$ cat config.mk
export PLATFORM = sky130hd
export DESIGN_NAME = cet_ctrl
export DESIGN_NICKNAME = d
export VERILOG_FILES = /design/src/hw/rtl/cet_pkg.sv /design/src/hw/rtl/cet_ctrl.sv
export SDC_FILE = /design/constraint.sdc
export NUM_CORES = 1
export LEC_CHECK = 0
export BUFFER_PORTS_ARGS = -buffer_cell sky130_fd_sc_hd__buf_2
export CAP_MARGIN = 30
export CORE_AREA = 2 2 39 41
export DETAILED_ROUTE_END_ITERATION = 8
export DIE_AREA = 0 0 41 43
export GPL_TIMING_DRIVEN = 1
export SYNTH_ARGS = -nofsm -noshare
export SYNTH_HDL_FRONTEND = slang
export SYNTH_SLANG_ARGS = --single-unit
$ cat constraint.sdc
create_clock -name clk -period 1 [get_ports clk]
set_input_delay 0 -clock clk [delete_from_list [all_inputs] [get_ports clk]]
set_output_delay 0 -clock clk [all_outputs]
set_load 0.02 [all_outputs]
$ cat src/hw/rtl/cet_pkg.sv
package cet_pkg;

  localparam int TABLE_DEPTH   = 32;
  localparam int COORD_WIDTH   = 32;
  localparam int IDX_W         = (TABLE_DEPTH > 1) ? $clog2(TABLE_DEPTH) : 1;
  localparam int CNT_W         = $clog2(TABLE_DEPTH + 1);
  localparam int ID_W          = 16;
  localparam int ENTRY_COUNT_W = 6;

  localparam logic [ID_W-1:0] FULL_ID = '1;

  localparam logic [1:0] ACT_CREATE  = 2'd0;
  localparam logic [1:0] ACT_DESTROY = 2'd1;
  localparam logic [1:0] ACT_GET     = 2'd2;
  localparam logic [1:0] ACT_SET     = 2'd3;

  localparam logic [1:0] ST_DONE      = 2'd0;
  localparam logic [1:0] ST_NOT_FOUND = 2'd1;
  localparam logic [1:0] ST_FULL      = 2'd2;

  localparam logic [1:0] WR_APPEND = 2'd0;
  localparam logic [1:0] WR_UPDATE = 2'd1;
  localparam logic [1:0] WR_SHIFT  = 2'd2;

  typedef struct packed {
    logic [ID_W-1:0]        id;
    logic [COORD_WIDTH-1:0] px;
    logic [COORD_WIDTH-1:0] py;
    logic [COORD_WIDTH-1:0] vx;
    logic [COORD_WIDTH-1:0] vy;
  } rec_t;

  typedef struct packed {
    logic       load_item;
    logic       rd_next;
    logic       wr_en;
    logic [1:0] wr_sel;
    logic       idx_inc;
    logic       res_full;
    logic       res_create;
    logic       res_nf;
    logic       res_get;
    logic       res_dec;
    logic       out_load;
  } cmd_t;

  typedef struct packed {
    logic [1:0] act;
    logic       full;
    logic       empty;
    logic       hit;
    logic       last;
    logic       more;
  } sts_t;

  function automatic logic [COORD_WIDTH-1:0] to_store(input logic signed [31:0] v);
    return COORD_WIDTH'(v);
  endfunction

  function automatic logic signed [31:0] from_store(input logic [COORD_WIDTH-1:0] s);
    return 32'(signed'(s));
  endfunction

endpackage

$ cat src/hw/rtl/cet_ctrl.sv
module cet_ctrl (
  input  logic          clk,
  input  logic          rst,
  input  logic          in_valid,
  output logic          in_ready,
  output logic          out_valid,
  input  logic          out_ready,
  input  cet_pkg::sts_t sts,
  output cet_pkg::cmd_t cmd
);
  import cet_pkg::*;

  localparam logic [2:0] S_IDLE   = 3'd0;
  localparam logic [2:0] S_DECIDE = 3'd1;
  localparam logic [2:0] S_RD     = 3'd2;
  localparam logic [2:0] S_CMP    = 3'd3;
  localparam logic [2:0] S_SH_RD  = 3'd4;
  localparam logic [2:0] S_SH_WR  = 3'd5;
  localparam logic [2:0] S_DONE   = 3'd6;

  logic [2:0] state, state_next;
  logic       out_valid_next;

  assign in_ready = (state == S_IDLE);

  always_comb begin
    state_next     = state;
    cmd            = '0;
    cmd.wr_sel     = WR_SHIFT;
    cmd.load_item  = in_valid && in_ready;
    out_valid_next = out_valid && !out_ready;

    unique case (state)
      S_IDLE: begin
        if (in_valid) begin
          state_next = S_DECIDE;
        end
      end
      S_DECIDE: begin
        if (sts.act == ACT_CREATE) begin
          if (sts.full) begin
            cmd.res_full = 1'b1;
          end else begin
            cmd.wr_en      = 1'b1;
            cmd.wr_sel     = WR_APPEND;
            cmd.res_create = 1'b1;
          end
          state_next = S_DONE;
        end else if (sts.empty) begin
          cmd.res_nf = 1'b1;
          state_next = S_DONE;
        end else begin
          state_next = S_RD;
        end
      end
      S_RD: begin
        state_next = S_CMP;
      end
      S_CMP: begin
        if (sts.hit) begin
          state_next = S_DONE;
          unique case (sts.act)
            ACT_DESTROY: begin
              cmd.res_dec = 1'b1;
              if (!sts.last) begin
                state_next = S_SH_RD;
              end
            end
            ACT_GET: begin
              cmd.res_get = 1'b1;
            end
            ACT_SET: begin
              cmd.wr_en  = 1'b1;
              cmd.wr_sel = WR_UPDATE;
            end
            default: begin
              cmd.res_nf = 1'b1;
            end
          endcase
        end else if (sts.last) begin
          cmd.res_nf = 1'b1;
          state_next = S_DONE;
        end else begin
          cmd.idx_inc = 1'b1;
          state_next  = S_RD;
        end
      end
      S_SH_RD: begin
        cmd.rd_next = 1'b1;
        state_next  = S_SH_WR;
      end
      S_SH_WR: begin
        // move the record above idx down into idx
        cmd.wr_en   = 1'b1;
        cmd.wr_sel  = WR_SHIFT;
        cmd.idx_inc = 1'b1;
        state_next  = sts.more ? S_SH_RD : S_DONE;
      end
      S_DONE: begin
        if (!out_valid || out_ready) begin
          cmd.out_load   = 1'b1;
          out_valid_next = 1'b1;
          state_next     = S_IDLE;
        end
      end
      default: begin
        state_next = S_IDLE;
      end
    endcase
  end

  always_ff @(posedge clk) begin
    if (rst) begin
      state     <= S_IDLE;
      out_valid <= 1'b0;
    end else begin
      state     <= state_next;
      out_valid <= out_valid_next;
    end
  end

endmodule

==> metrics.md <==
| Metric | Value |
|---|---|
| Outcome | `complete, but fails checks` |
| Failing checks | `negative setup slack` |
| Setup Viol. Count Final | `17` |
| Register area share after synthesis | `19.6%` |
| Hold endpoint | `state[2]` |
| Max Clock Skew | `0.00821 ns` |
| # H-tree levels | `1` |
| Min-Delay Path Depth | `4` |
| Worst r2r src | `state[1]` |
| Core area | `1380 sq um` |
| Mapped Nets | `65` |
| Leading area contributor after synthesis | `dfxtp_1` |
| Post-Synthesis Cells | `54` |
| # IOs | `25` |
| Maxcap violations | `0` |
| Drt wl/cell | `12.7 um` |
| Gr usage total | `20.0%` |
| WS Path Type | `reg -> out` |
| Ys Warns | `0` |
| Leakage power | `0.459 nW` |
| Fmax | `715 MHz` |
| Min Tclk post-route | `1.40 ns` |
| Worst R2R End | `state[2]` |
| PortBufs | `24` |
| P per Cell Area | `979 nW/um^2` |
| Total iterations of the first detailed-routing run | `4` |
| Final slew viol count | `0` |
| DRT iter0 DRCs | `5` |
| Clock-pin transition on the worst setup and hold timing paths | `0.04 ns` |
| Area of all sequential standard cells | `91.3 sq um` |
| Layout cells sized above 1 | `76.7%` |
| Crit Path Max Fanout | `8` |
| Largest net degree at the start of global routing | `9` |
| Critical path buffer and inverter count | `1` |
| N_diodes | `0` |
| # rows | `14` |
| Die outline area | `1760 sq um` |
| FF+latch count, synth | `4` |
| CP Capture Type | `primary output` |
| Area share of the largest cell type after synthesis | `19.6%` |
| DIE WIDTH | `41 um` |
| Buffer depth of the longest clock path | `2` |
| Via density per instance | `5.01` |
| Routed vias | `596` |
| Gp weighted congestion | `0.734` |
| Filler Cells Inserted | `109` |
| First-pass GRT wire length | `2400 um` |
| DP HPWL | `1060 um` |
| Syn avg cell area | `7.58 sq um` |
| Peak VDD IR | `0.419 mV` |
| Startpoint types | `flop` |
| Slew @ Worst Pin | `0.294 ns` |
| Post-synthesis cell area | `409 sq um` |
| Vias in the first global route | `561` |
| Initial Utilization | `29.6%` |
| Synth top area cells | `dfxtp_1 (20%), nand2b_1 (7.6%), nor2_1 (4.6%), a21oi_1 (3.7%), nor3_1 (3.7%)` |
| CTS root buffer | `clkbuf_4` |
| Fin util | `73.6%` |
| Multi-input combinational cell area | `465 sq um` |
| Crit-path leading delay family | `simple AND/OR/NAND/NOR gates` |
| DRC viols | `0` |
| Final period util | `140%` |
| Slew headroom | `80.2%` |
| Hold_sp | `out_ready` |
| Routed Antenna Nets | `0` |
| Layout Area Growth over Synthesis | `149%` |
| Clk_lat worst skew | `0.24 ns` |
| DRT Wirelength | `1510 um` |
| Final hold vios | `0` |
| Worst Path Arrival | `1.40 ns` |
| Die height | `43 um` |
| CTS Buf Count | `3` |
| Setup ws final | `-0.398 ns` |
| CP peak stage delay | `0.39 ns` |
| R2R depth | `4` |
| Hold Crit Class | `in -> reg` |
| Critical path's slowest cell | `or3b_4` |
| Required @ worst endpoint | `1.00 ns` |
| CTS tree | `built` |
| RSZ-0062 raised after global routing | `yes` |
| Worst path depth | `4` |
| GRT Residual Overflow | `0` |
| R2R setup slack | `-0.24 ns` |
| # clock sinks | `4` |
| Fin nets | `115` |
| Initial antenna violation count | `0` |
| CP Cell Sequence | `or3b_4 -> mux2i_1 -> and2_4 -> buf_6` |
| Yosys cell types | `33` |
| Tot Pwr | `0.000997 W` |
area by class of cell:
type	instances	area share [%]
well taps	16	1.97
flip-flops and latches	4	8.97
multi-input cells	46	45.7
inverters	1	0.369
clock buffers	4	2.58
repair buffers	48	40.4
how the worst max path moves through the flow:
stage	start	to	slack (ns)
2_1_floorplan	state[2]	cmd[8]	-0.24
3_3_place_gp	state[1]	cmd[4]	-0.19
3_5_place_dp	state[1]	cmd[4]	-0.22
4_1_cts	state[1]	cmd[8]	-0.41
5_1_grt	state[1]	cmd[6]	-0.44
6_report	state[1]	cmd[6]	-0.40
worst min-delay path: stages:
cell	delay, ns
buf_2	0.09
nor3b_2	0.05
o32ai_4	0.10
a211oi_2	0.06
state kept, by name, indices dropped and copies added, names as in the netlist:
name / count
state: 3
out_valid: 1
kinds of logic (layout without fill, tap and decap cells):
kind of cell           after synthesis  count (layout)  synth area share, %
AOI/OAI and AO/OA                   12              12                 20.8
buffers and inverters                4              53                 6.73
DFF                                  4               4                 19.6
muxes                                2               2                 5.20
and+or+nand+nor                     32              32                 47.7
cell usage after synthesis (all sizes together):
cell	instances
nor2	5
dfxtp	4
nand2	4
inv	1
nand2b	5
a211oi	1
or3b	1
mux2	1
nand3	1
o32ai	1
o21ai	1
a2111oi	1
o211ai	1
o211a	1
nor3	4
nor4	2
or2	3
mux2i	1
a21oi	3
a311oi	1
nor2b	2
buf	3
a21boi	1
nor3b	2
a31oi	1
or3	1
and2	2
layer usage:
layer	GRT usage, %	vias to the layer above	part of all wire, %
li1	-	294	-
met1	22.9	279	36
met2	34.4	23	58
met3	4.71	0	6.0
met4	6.00	0	0
met5	0	-	0
cell usage in the layout (no fill, tap or decap), drive strengths merged, types with 2 or more instances in the layout:
cell type	instances
a21oi	3
dfxtp	4
clkbuf	4
nand2b	5
nor2	5
buf	47
nor2b	2
nor4	2
nor3b	2
nor3	4
and2	2
nand2	4
or2	3
stage by stage:
step           area [sq um]  setup TNS [ns]  setup slack [ns]  cells  hold WS [ns]
6_report               1020           -4.41            -0.398    119         0.108
3_5_place_dp            754           -1.67            -0.218    108         0.218
3_3_place_gp            754           -1.53            -0.194    108         0.228
2_1_floorplan           502           -1.08            -0.243     54        0.0395
5_1_grt                1020           -5.29            -0.438    119         0.119
4_1_cts                 940           -4.62            -0.413    119        0.0851
timing repair:
item	4_1_cts	5_1_grt
endpoints found under the setup margin	17	17
setup buffers	6	2
hold buffers	1	0
resized for setup	32	21
pin swaps	5	7
endpoints found under the hold margin	3	0
report_power, final:
group | total [W] | internal [W] | switching (W)
clock | 0.000223 | 0.000150 | 0.0000732
combinational | 0.000567 | 0.000312 | 0.000255
sequential | 0.000207 | 0.000177 | 0.0000298
(Power assumes the default switching activity.)
